`src/rtl/core/fcfs_schedule_timing_defines.svh`:
```
// Assertion macros for the first-come-first-served schedule block.
`ifndef FCFS_SCHEDULE_TIMING_DEFINES_SVH
`define FCFS_SCHEDULE_TIMING_DEFINES_SVH

// Same-cycle implication, checked on clk with rst as disable.
`define ASSERT_IMPL(label, pre, post) \
  label: assert property (@(posedge clk) disable iff (rst) (pre) |-> (post)) \
    else $error("fcfs same-cycle check failed");

// Next-cycle implication, checked on clk with rst as disable.
`define ASSERT_NEXT(label, pre, post) \
  label: assert property (@(posedge clk) disable iff (rst) (pre) |=> (post)) \
    else $error("fcfs next-cycle check failed");

`endif

```
`src/rtl/core/fcfs_pkg.sv`:
```
// Shared types and constants of the first-come-first-served schedule block.
package fcfs_pkg;

  localparam int DEF_MAX_PROCS = 16;
  localparam int TIME_W        = 16;
  localparam int CT_W          = 21;
  localparam int SUM_W         = 25;
  localparam int CNT_W         = 5;

  typedef struct packed {
    logic [TIME_W-1:0] process_id;
    logic [TIME_W-1:0] arrival_time;
    logic [TIME_W-1:0] burst_time;
    logic              last_process;
  } proc_t;

  typedef struct packed {
    logic [TIME_W-1:0] out_process_id;
    logic [TIME_W-1:0] out_arrival_time;
    logic [TIME_W-1:0] out_burst_time;
    logic [CT_W-1:0]   completion_time;
    logic [CT_W-1:0]   turnaround_time;
    logic [CT_W-1:0]   waiting_time;
    logic [SUM_W-1:0]  sum_turnaround;
    logic [SUM_W-1:0]  sum_waiting;
    logic [CNT_W-1:0]  process_count;
    logic              table_overflow;
    logic              last_result;
  } sched_t;

  typedef struct packed {
    logic [TIME_W-1:0] id;
    logic [TIME_W-1:0] arr;
    logic [TIME_W-1:0] burst;
  } entry_t;

  // One scheduled process handed from the sequencer to the timeline unit.
  typedef struct packed {
    logic             valid;
    logic             last;
    logic [CNT_W-1:0] count;
    logic             ovf;
    entry_t           entry;
  } calc_cmd_t;

  typedef struct packed {
    logic ready;
    logic busy;
  } calc_stat_t;

endpackage

```
`src/rtl/core/fcfs_schedule_timing.sv`:
```
// Top level of the first-come-first-served schedule block.
//
// Input channel proc (proc_valid / proc_stall): one process per request, id,
// arrival and burst. Requests are taken one per cycle while loading. The
// request with last_process set ends the batch; requests past MAX_PROCS
// entries are dropped and flag table_overflow on every result of the batch.
// Output channel sched (sched_valid / sched_stall): one result per held
// process, in arrival order (ties in load order), running totals included,
// last_result on the final one.
// For a batch of n processes each result costs one scan of the table through
// its single read port: n reads, the registered read, closing the scan and
// the issue. An issued process then passes through timeline stages a and b
// into the output register.
// A stalled result holds in the output register; the next issue waits until
// that register is free, and loading of the next batch may start meanwhile.
// Reset (rst, synchronous) empties the batch and the output; the table keeps
// its contents, which are only read after being written.
`include "fcfs_schedule_timing_defines.svh"

module fcfs_schedule_timing #(
  parameter int MAX_PROCS = fcfs_pkg::DEF_MAX_PROCS
) (
  input  logic             clk,
  input  logic             rst,
  input  logic             proc_valid,
  output logic             proc_stall,
  input  fcfs_pkg::proc_t  proc,
  output logic             sched_valid,
  input  logic             sched_stall,
  output fcfs_pkg::sched_t sched
);

  localparam int IW = (MAX_PROCS > 1) ? $clog2(MAX_PROCS) : 1;
  localparam int CW = $clog2(MAX_PROCS + 1);

  logic                 mem_we;
  logic [IW-1:0]        mem_waddr;
  fcfs_pkg::entry_t     mem_wdata;
  logic [IW-1:0]        mem_raddr;
  fcfs_pkg::entry_t     mem_rdata;
  fcfs_pkg::calc_cmd_t  cmd;
  fcfs_pkg::calc_stat_t stat;

  fcfs_mem #(
    .DEPTH (MAX_PROCS),
    .AW    (IW)
  ) u_mem (
    .clk   (clk),
    .we    (mem_we),
    .waddr (mem_waddr),
    .wdata (mem_wdata),
    .raddr (mem_raddr),
    .rdata (mem_rdata)
  );

  fcfs_ctrl #(
    .MAX_PROCS (MAX_PROCS),
    .IW        (IW),
    .CW        (CW)
  ) u_ctrl (
    .clk        (clk),
    .rst        (rst),
    .proc_valid (proc_valid),
    .proc       (proc),
    .proc_stall (proc_stall),
    .mem_we     (mem_we),
    .mem_waddr  (mem_waddr),
    .mem_wdata  (mem_wdata),
    .mem_raddr  (mem_raddr),
    .mem_rdata  (mem_rdata),
    .cmd        (cmd),
    .stat       (stat)
  );

  fcfs_calc u_calc (
    .clk         (clk),
    .rst         (rst),
    .cmd         (cmd),
    .stat        (stat),
    .sched_valid (sched_valid),
    .sched_stall (sched_stall),
    .sched       (sched)
  );

  // Table writes only come from accepted requests.
  `ASSERT_IMPL(a_we_on_accept, mem_we, proc_valid && !proc_stall)
  // An issue finds the timeline empty and loading closed.
  `ASSERT_IMPL(a_issue_idle, cmd.valid, !stat.busy && proc_stall)
  // An issued process is in the timeline on the next cycle.
  `ASSERT_NEXT(a_issue_lands, cmd.valid, stat.busy)

endmodule

```
`src/rtl/core/fcfs_mem.sv`:
```
// Process table: one write port, one registered read port.
module fcfs_mem #(
  parameter int DEPTH = fcfs_pkg::DEF_MAX_PROCS,
  parameter int AW    = 4
) (
  input  logic             clk,
  input  logic             we,
  input  logic [AW-1:0]    waddr,
  input  fcfs_pkg::entry_t wdata,
  input  logic [AW-1:0]    raddr,
  output fcfs_pkg::entry_t rdata
);

  fcfs_pkg::entry_t mem [DEPTH];

  always_ff @(posedge clk) begin
    if (we) begin
      mem[waddr] <= wdata;
    end
  end

  always_ff @(posedge clk) begin
    rdata <= mem[raddr];
  end

endmodule

```
`src/rtl/core/fcfs_ctrl.sv`:
```
// Sequencer: loads the table, then scans it once per result for the next process.
module fcfs_ctrl #(
  parameter int MAX_PROCS = fcfs_pkg::DEF_MAX_PROCS,
  parameter int IW        = 4,
  parameter int CW        = 5
) (
  input  logic                 clk,
  input  logic                 rst,
  input  logic                 proc_valid,
  input  fcfs_pkg::proc_t      proc,
  output logic                 proc_stall,
  output logic                 mem_we,
  output logic [IW-1:0]        mem_waddr,
  output fcfs_pkg::entry_t     mem_wdata,
  output logic [IW-1:0]        mem_raddr,
  input  fcfs_pkg::entry_t     mem_rdata,
  output fcfs_pkg::calc_cmd_t  cmd,
  input  fcfs_pkg::calc_stat_t stat
);

  typedef enum logic [1:0] {LOAD, SCAN, EMIT} state_t;

  state_t                      state;
  logic [CW-1:0]               count;
  logic                        ovf;
  logic [CW-1:0]               issue_cnt;
  logic                        rv;
  logic [IW-1:0]               ridx;
  logic                        have_best;
  fcfs_pkg::entry_t            best;
  logic [IW-1:0]               best_idx;
  logic                        have_prev;
  logic [fcfs_pkg::TIME_W-1:0] prev_arr;
  logic [IW-1:0]               prev_idx;
  logic [CW-1:0]               rank;

  logic       accept;
  logic       full;
  logic       after_prev;
  logic       better;
  logic       take;
  logic [6:0] cnt_ext;

  assign proc_stall = (state != LOAD);
  assign accept     = proc_valid && !proc_stall;
  assign full       = (count == CW'(MAX_PROCS));

  assign mem_we    = accept && !full;
  assign mem_waddr = count[IW-1:0];
  assign mem_wdata = '{id: proc.process_id, arr: proc.arrival_time, burst: proc.burst_time};
  assign mem_raddr = issue_cnt[IW-1:0];

  // Next in order is the smallest (arrival, index) strictly past the last one sent.
  assign after_prev = !have_prev || (mem_rdata.arr > prev_arr) ||
                      ((mem_rdata.arr == prev_arr) && (ridx > prev_idx));
  // Strict compare keeps the lowest index among equal arrivals.
  assign better     = !have_best || (mem_rdata.arr < best.arr);
  assign take       = rv && after_prev && better;

  assign cnt_ext   = 7'(count);
  assign cmd.valid = (state == EMIT) && stat.ready;
  assign cmd.last  = (rank == count - CW'(1));
  assign cmd.count = cnt_ext[fcfs_pkg::CNT_W-1:0];
  assign cmd.ovf   = ovf;
  assign cmd.entry = best;

  always_ff @(posedge clk) begin
    if (rst) begin
      state     <= LOAD;
      count     <= '0;
      ovf       <= 1'b0;
      issue_cnt <= '0;
      rv        <= 1'b0;
      have_best <= 1'b0;
      have_prev <= 1'b0;
      rank      <= '0;
    end else begin
      case (state)
        LOAD: begin
          rv <= 1'b0;
          if (accept) begin
            if (full) begin
              ovf <= 1'b1;
            end else begin
              count <= count + CW'(1);
            end
            if (proc.last_process) begin
              state     <= SCAN;
              issue_cnt <= '0;
              have_best <= 1'b0;
              have_prev <= 1'b0;
              rank      <= '0;
            end
          end
        end
        SCAN: begin
          if (issue_cnt != count) begin
            issue_cnt <= issue_cnt + CW'(1);
            rv        <= 1'b1;
            ridx      <= issue_cnt[IW-1:0];
          end else begin
            rv <= 1'b0;
          end
          if (take) begin
            have_best <= 1'b1;
            best      <= mem_rdata;
            best_idx  <= ridx;
          end
          if ((issue_cnt == count) && !rv) begin
            state <= EMIT;
          end
        end
        EMIT: begin
          if (cmd.valid) begin
            have_prev <= 1'b1;
            prev_arr  <= best.arr;
            prev_idx  <= best_idx;
            rank      <= rank + CW'(1);
            if (cmd.last) begin
              state <= LOAD;
              count <= '0;
              ovf   <= 1'b0;
            end else begin
              state     <= SCAN;
              issue_cnt <= '0;
              have_best <= 1'b0;
            end
          end
        end
        default: begin
          state <= LOAD;
        end
      endcase
    end
  end

endmodule

```
`src/rtl/core/fcfs_calc.sv`:
```
// Timeline unit: clock, completion, turnaround, waiting and running totals.
module fcfs_calc (
  input  logic                 clk,
  input  logic                 rst,
  input  fcfs_pkg::calc_cmd_t  cmd,
  output fcfs_pkg::calc_stat_t stat,
  output logic                 sched_valid,
  input  logic                 sched_stall,
  output fcfs_pkg::sched_t     sched
);

  localparam int CT_W  = fcfs_pkg::CT_W;
  localparam int SUM_W = fcfs_pkg::SUM_W;

  logic                       a_v;
  logic                       a_last;
  logic [fcfs_pkg::CNT_W-1:0] a_count;
  logic                       a_ovf;
  fcfs_pkg::entry_t           a_ent;
  logic [CT_W-1:0]            a_start;

  logic                       b_v;
  logic                       b_last;
  logic [fcfs_pkg::CNT_W-1:0] b_count;
  logic                       b_ovf;
  fcfs_pkg::entry_t           b_ent;
  logic [CT_W-1:0]            b_ct;
  logic [CT_W-1:0]            b_tat;
  logic [CT_W-1:0]            b_wt;

  logic [CT_W-1:0]  clock_time;
  logic [SUM_W-1:0] tot_t;
  logic [SUM_W-1:0] tot_w;

  logic [CT_W-1:0]  cmd_arr;
  logic [CT_W-1:0]  start;
  logic [CT_W-1:0]  a_arr;
  logic [CT_W-1:0]  a_burst;
  logic [CT_W-1:0]  ct;
  logic [SUM_W-1:0] sum_t;
  logic [SUM_W-1:0] sum_w;

  // One process in flight; the output slot must be free or emptying.
  assign stat.ready = !a_v && !b_v && (!sched_valid || !sched_stall);
  assign stat.busy  = a_v || b_v;

  assign cmd_arr = CT_W'(cmd.entry.arr);
  assign start   = (clock_time < cmd_arr) ? cmd_arr : clock_time;

  assign a_arr   = CT_W'(a_ent.arr);
  assign a_burst = CT_W'(a_ent.burst);
  assign ct      = a_start + a_burst;

  assign sum_t = tot_t + SUM_W'(b_tat);
  assign sum_w = tot_w + SUM_W'(b_wt);

  always_ff @(posedge clk) begin
    if (rst) begin
      a_v         <= 1'b0;
      b_v         <= 1'b0;
      sched_valid <= 1'b0;
      clock_time  <= '0;
      tot_t       <= '0;
      tot_w       <= '0;
    end else begin
      a_v <= cmd.valid;
      if (cmd.valid) begin
        a_last  <= cmd.last;
        a_count <= cmd.count;
        a_ovf   <= cmd.ovf;
        a_ent   <= cmd.entry;
        a_start <= start;
      end

      b_v <= a_v;
      if (a_v) begin
        b_last     <= a_last;
        b_count    <= a_count;
        b_ovf      <= a_ovf;
        b_ent      <= a_ent;
        b_ct       <= ct;
        b_tat      <= ct - a_arr;
        b_wt       <= a_start - a_arr;
        clock_time <= a_last ? '0 : ct;
      end

      if (b_v) begin
        sched_valid                  <= 1'b1;
        sched.out_process_id         <= b_ent.id;
        sched.out_arrival_time       <= b_ent.arr;
        sched.out_burst_time         <= b_ent.burst;
        sched.completion_time        <= b_ct;
        sched.turnaround_time        <= b_tat;
        sched.waiting_time           <= b_wt;
        sched.sum_turnaround         <= sum_t;
        sched.sum_waiting            <= sum_w;
        sched.process_count          <= b_count;
        sched.table_overflow         <= b_ovf;
        sched.last_result            <= b_last;
        tot_t                        <= b_last ? '0 : sum_t;
        tot_w                        <= b_last ? '0 : sum_w;
      end else if (!sched_stall) begin
        sched_valid <= 1'b0;
      end
    end
  end

endmodule
```
`config.mk`:
```
export PLATFORM = sky130hd
export DESIGN_NAME = fcfs_schedule_timing
export DESIGN_NICKNAME = d
export VERILOG_FILES = /design/src/rtl/core/fcfs_pkg.sv /design/src/rtl/core/fcfs_schedule_timing.sv /design/src/rtl/core/fcfs_mem.sv /design/src/rtl/core/fcfs_ctrl.sv /design/src/rtl/core/fcfs_calc.sv
export VERILOG_INCLUDE_DIRS = /design/src /design/src/rtl/core
export SDC_FILE = /design/constraint.sdc
export NUM_CORES = 1
export LEC_CHECK = 0
export BUFFER_PORTS_ARGS = -buffer_cell sky130_fd_sc_hd__clkbuf_2
export CORE_ASPECT_RATIO = 1.75
export CORE_MARGIN = 4
export CORE_UTILIZATION = 25
export DETAILED_ROUTE_END_ITERATION = 6
export GPL_TIMING_DRIVEN = 1
export PLACE_DENSITY = 0.35
export REMOVE_ABC_BUFFERS = 1
export SKIP_LAST_GASP = 1
export SLEW_MARGIN = 20
export SYNTH_ARGS = -nofsm -noshare
export SYNTH_HDL_FRONTEND = slang
export SYNTH_HIERARCHICAL = 1
export SYNTH_SLANG_ARGS = --single-unit
```
`constraint.sdc`:
```
create_clock -name clk -period 10.8 [get_ports clk]
set_input_delay 1.62 -clock clk [delete_from_list [all_inputs] [get_ports clk]]
set_output_delay 1.62 -clock clk [all_outputs]
set_load 0.1 [all_outputs]
```
### After elaboration in Yosys (flattened, before gate mapping)

Memories as Yosys holds them, arrays and structs flattened. A register that Yosys moved wholly into a read port is not among the register bits.
Cells that the tools add are included.

* memories: 1
* flip-flop bits (word level): 533
* output and inout port bits: 170
* input port bits: 53
* logic and storage cells: 163
* RAM bits: 768

* $lt $le $gt $ge: 4
* eq/ne operators: 18
* add/sub/neg operators: 9
* muxes and demuxes: 42
* bitwise gates (word level): 1
* reductions and logical operators: 39

Memories
* u_mem.mem: depth 16, bits a word 48, rd ports 1, clocked after Yosys merged registers in 1, wr ports 1, RTL line fcfs_mem.sv:14 `fcfs_pkg::entry_t mem [DEPTH];`

Operator list (count)
* 25-bit by 21-bit adder with 25-bit output: 2
* 25-bit 2-to-1 mux: 2
* 5-bit 2-to-1 mux: 10
* 21-bit by 16-bit subtractor with 21-bit output: 2
* 21-bit by 16-bit adder with 21-bit output: 1
* 21-bit by 16-bit < comparator with 1-bit output: 1
* 21-bit 2-to-1 mux: 1
* 5-bit one-hot mux with 2 select lines: 2
* 16-bit == test: 1
* 16-bit greater-than comparator: 1
* 16-bit < comparator: 1
* 1-bit 2-to-1 mux: 16
* 16-bit 2-to-1 mux: 1
* 2-bit by 1-bit inequality test with 1-bit output (second input constant): 8
* 5-bit by 1-bit adder with 5-bit output (second input constant): 3
* 5-bit one-hot mux with 3 select lines: 1
* 6-bit AND reduction: 2
* 5-bit == test: 2
* 5-bit AND reduction: 2
* 1-bit logical AND: 9
* 1-bit zero test: 9
* 3-bit AND reduction: 3
* 2-bit 2-to-1 mux: 4
* 4-bit AND reduction: 2
* other kinds (16): 27

### Depth between registers and ports, before layout

* word-level depth: 7
* depth in mapped cells: 17
* gate-level depth less buffers: 17

### By module

The synthesis kept the hierarchy.

By module, submodules not included
* fcfs_mem: cells each 1242, instances 1, seq. area each 24023.0 um^2, area each 29691.0 um^2
* fcfs_calc: cells each 1473, instances 1, seq. area each 12351.8 um^2, area each 19414.9 um^2
* fcfs_ctrl: cells each 398, instances 1, seq. area each 2702.6 um^2, area each 4783.3 um^2

### Worst setup path before layout

OpenSTA, ideal clock, no wires.

* kind: input-to-reg
* from: input port rst
* to: register u_calc/sched[0] (netlist name)
* stages on the path: 4
* path buffers: 3
* library setup time: 699 ps
* arrival time: 9138 ps
* setup slack: 963 ps
* cell sequence: clkbuf_1 > buf_2 > buf_1 > nor2_1

* word-level cells in the longest chain between the ends: 2

Ends and longest elaborated chain
* from (decl): RTL line fcfs_schedule_timing.sv:24 `input logic rst,`
* 1-bit NOT (no line)
* 2-bit AND reduction (no line)

Every way passes these cells.
A chain may end at the register's enable or synchronous reset.

### Worst setup path after layout

* from: register u_calc.a_start[1]
* to: register u_calc.b_tat[18], data pin

* word-level cells in the longest chain between the ends: 2

Ends and longest elaborated chain
* from (decl): RTL line fcfs_calc.sv:20 `logic [CT_W-1:0] a_start;`
* from (signal assigned): RTL line fcfs_calc.sv:72 `a_start <= start;`
* 21-bit by 16-bit adder with 21-bit output: RTL line fcfs_calc.sv:52 `assign ct = a_start + a_burst;`
* net u_calc.ct[11]: RTL line fcfs_calc.sv:39 `logic [CT_W-1:0] ct;`
* 21-bit by 16-bit subtractor with 21-bit output: RTL line fcfs_calc.sv:82 `b_tat <= ct - a_arr;`
* to (signal assigned): RTL line fcfs_calc.sv:82
* to (decl): RTL line fcfs_calc.sv:28 `logic [CT_W-1:0] b_tat;`

The timed path passes the listed nets, and every way through them passes these cells.

==> reports/metrics.csv <==
stage,metric,value,unit
synthesis,syn-cell-area,0.05389,sq mm
timing,period_minus_slack,4.961,ns
floorplan,dieArea,0.2233,sq mm
drt,wl_per_cell,23.91,microns
synthesis,synth_commonest_cells,"edfxtp_1, mux4_2, nor2_1",
global_route,grt_max_degree,82,
power_and_ir_drop,powerDensity,179.3,mW/mm^2
power_and_ir_drop,ir_drop,0.0001120,V
placement,gp_congestion,0.7836,
cells_and_area,fillers,21341,
synthesis,yosysMostFrequentCell,edfxtp_1,
global_route,overflow,0,
setup_path,path_common_cell,ha_1,
cts,cts.sinks,1349,
placement,preCtsSetupSlack,5.540,ns
global_route,grt_usage,13.32,%
global_route,grt_pass1_vias,30166,
setup_path,arrival,5.44,ns
timing,fin_skew,0.06596,ns
run,maxCapViolCount,0,
cells_and_area,nets,3571,
cells_and_area,drive_gt1_share,21.39,%
synthesis,synth_flop_cell,edfxtp_1,
drt,routed_wl,151100,microns
cts,cts_buffer_depth,4,
cts,htree_num_levels,4,
floorplan,die_h,622.2,microns
setup_path,crit_required,11.28,ns
placement,placed_area,0.05824,sq mm
synthesis,ys_ff_latch,1349,
floorplan,core,0.2145,sq mm
drt,vias,27818,
drt,drtAntennaViolNets,0,
synthesis,synth.distinct_cells,91,
cts,cts_resized,0,
synthesis,syn-instance-count,3113,
synthesis,post-synth-top-area-fraction,67.20,%
global_route,grt_pass1_wl,218200,microns
timing,hold_viol_final,0,
cells_and_area,syn2layout_area_growth,16.93,%
cts,post_cts_buffers,0,
setup_path,endpoint_kind,flop,
synthesis,ys_warn_count,6,
cts,cts_buffers,149,
timing,finalMaxSlewViolations,0,
setup_path,start_kind,flop,
global_route,grt_antenna_before_repair,19,
placement,dp_hpwl,98840,microns
drt,dr.pass1.iters,6,
run_status,status,finished clean,
floorplan,initial_core_util,25.12,%
drt,drt-initial-drc-count,1315,
floorplan,die-width,359.0,microns
cts,postCtsHoldBufs,0,
cts,cts_tree,yes,
setup_path,cp_slowest_stage_delay,0.86,ns
timing,relSlewSlack,24.98,%
synthesis,post_synth.cell_area_avg,17.31,sq um
synthesis,async_flop_share,0,%
drt,drc,0,
drt,via_per_inst,4.402,
synthesis,synth_area_leaders,"edfxtp_1, mux4_2, dfxtp_1, ha_1, a22oi_1",
timing,max_freq,201.6,MHz
floorplan,core.rowCount,225,
power_and_ir_drop,power.total,11.30,mW
setup_path,reg2reg_slack,5.84,ns
floorplan,io_pins,223,
setup_path,critPathKind,flop to flop,
cts,cts-root-buf,clkbuf_16,
placement,portBuffers,222,
hold_path,hp-class,flop to flop,
timing,hold_ws,0.3898,ns
timing,period_share,45.94,%
setup_path,slowest_stage,a311oi_1,
power_and_ir_drop,leakage,21.02,nW
synthesis,yosys.area.top_type,edfxtp_1,
setup_path,crit_family,compound AO/OA/AOI/OAI gates,
setup_path,path_cells,"ha_1, a21oi_1, nand4b_1, nand4_1, a311oi_1, xnor2_1, ha_1, o2111ai_1, o211ai_1, nor4_1, o31ai_1, a211o_1, nor2_1, xor2_1",
setup_path,crit_buf_inv,0,
cts,clkTransAtPathRegs,0.06,ns
timing,fin_ws,5.839,ns
synthesis,synth_edf_count,1206,
cells_and_area,fin_area,0.06301,sq mm
setup_path,path_max_fanout,5,
timing,fin_tns_setup,0,ns
cts,worstSkewPairLatency,0.81,ns
timing,rsz0062_at_grt,false,
timing,final-setup-viol-count,0,
synthesis,synth-seq-area-share,72.51,%
timing,tightest_slew,1.111,ns
flip-flops by register name, summed over array words and instances (netlist names), 16 cells and up:
signal	cells
u_calc/b_ent	48
u_mem/rdata	48
u_calc/sched	168
u_calc/a_start	21
u_calc/b_ct	21
u_calc/a_burst	16
u_calc/tot_t	25
u_ctrl/prev_arr	16
u_ctrl/cmd	48
u_calc/clock_time	21
u_calc/tot_w	25
u_mem/mem	768
u_calc/b_wt	21
u_calc/a_ent	16
u_calc/a_arr	16
u_calc/b_tat	21
cells in the final DEF, fill, tap and decap left out, types with 51 or more instances in the layout:
cell	instances
a21oi_1	114
a22oi_1	106
buf_4	61
clkbuf_16	154
clkbuf_2	221
dfxtp_1	141
edfxtp_1	1206
ha_1	145
inv_1	106
mux4_2	192
nand2_1	111
nor2_1	133
o21ai_0	51
xnor2_1	58
cell families (layout without fill, tap and decap cells):
logic type	count (synthesis)	after routing	share of synthesized area [%]
DFF	1349	1349	72.51
AOI/OAI and AO/OA	522	522	6.991
and+or+nand+nor	507	507	4.651
buffers and inverters	288	654	2.554
muxes	195	195	8.080
adders and majority gates	150	150	3.552
xor gates and xnor gates	102	102	1.658
other	0	4	0
final cells by class:
type | count | area [sq um] | share of cell area [%]
tap | 2837 | 3550 | 5.633
clock inverter | 55 | 576.8 | 0.9154
multi-input combinational | 1476 | 13620 | 21.61
inverter | 108 | 405.4 | 0.6434
antenna | 4 | 10.01 | 0.01589
clock buffer | 207 | 4163 | 6.606
sequential | 1349 | 39090 | 62.03
timing repair buffer | 284 | 1604 | 2.546
path summary, 6_finish.rpt:
check / to / from / cells after the start
setup / recovery: u_calc/b_tat[18] / u_calc/a_start[1] / 14
hold / removal: u_calc/b_ent[37] / u_calc/a_ent[37] / 0
hold reg to reg: u_calc/b_ent[37] / u_calc/a_ent[37] / 0
setup reg to reg: u_calc/b_tat[18] / u_calc/a_start[1] / 14
power breakdown:
group          internal, mW  total [mW]  leakage (nW)  switching, mW
Clock                  2.98        5.06          2.31           2.08
Combinational         0.160       0.445          6.66          0.284
Sequential             5.75        5.80          12.1         0.0438
Total                  8.89        11.3          21.0           2.41
worst reg2reg max path: stages, from the launching register on:
cell,delay (ns)
edfxtp_1,0.46
ha_1,0.33
a21oi_1,0.22
nand4b_1,0.26
nand4_1,0.24
a311oi_1,0.86
xnor2_1,0.24
ha_1,0.45
o2111ai_1,0.13
o211ai_1,0.36
nor4_1,0.14
o31ai_1,0.54
a211o_1,0.25
nor2_1,0.06
xor2_1,0.17
per-stage QoR:
step / instances / util (%)
finish: 6320 / 29.37
floorplan: 2933 / -
global route: 6318 / 29.37
detailed placement: 6053 / 27.15
global placement: 6053 / 27.15
CTS: 6315 / 29.36
per-layer routing:
layer,global-route usage [%],wire length [microns],vias to the layer above
li1,-,-,12766
met1,14.33,56480,14301
met2,25.88,84030,507
met3,2.387,5617,230
met4,4.495,4896,14
met5,0,78,-
Power figures use the tool's default switching activity.
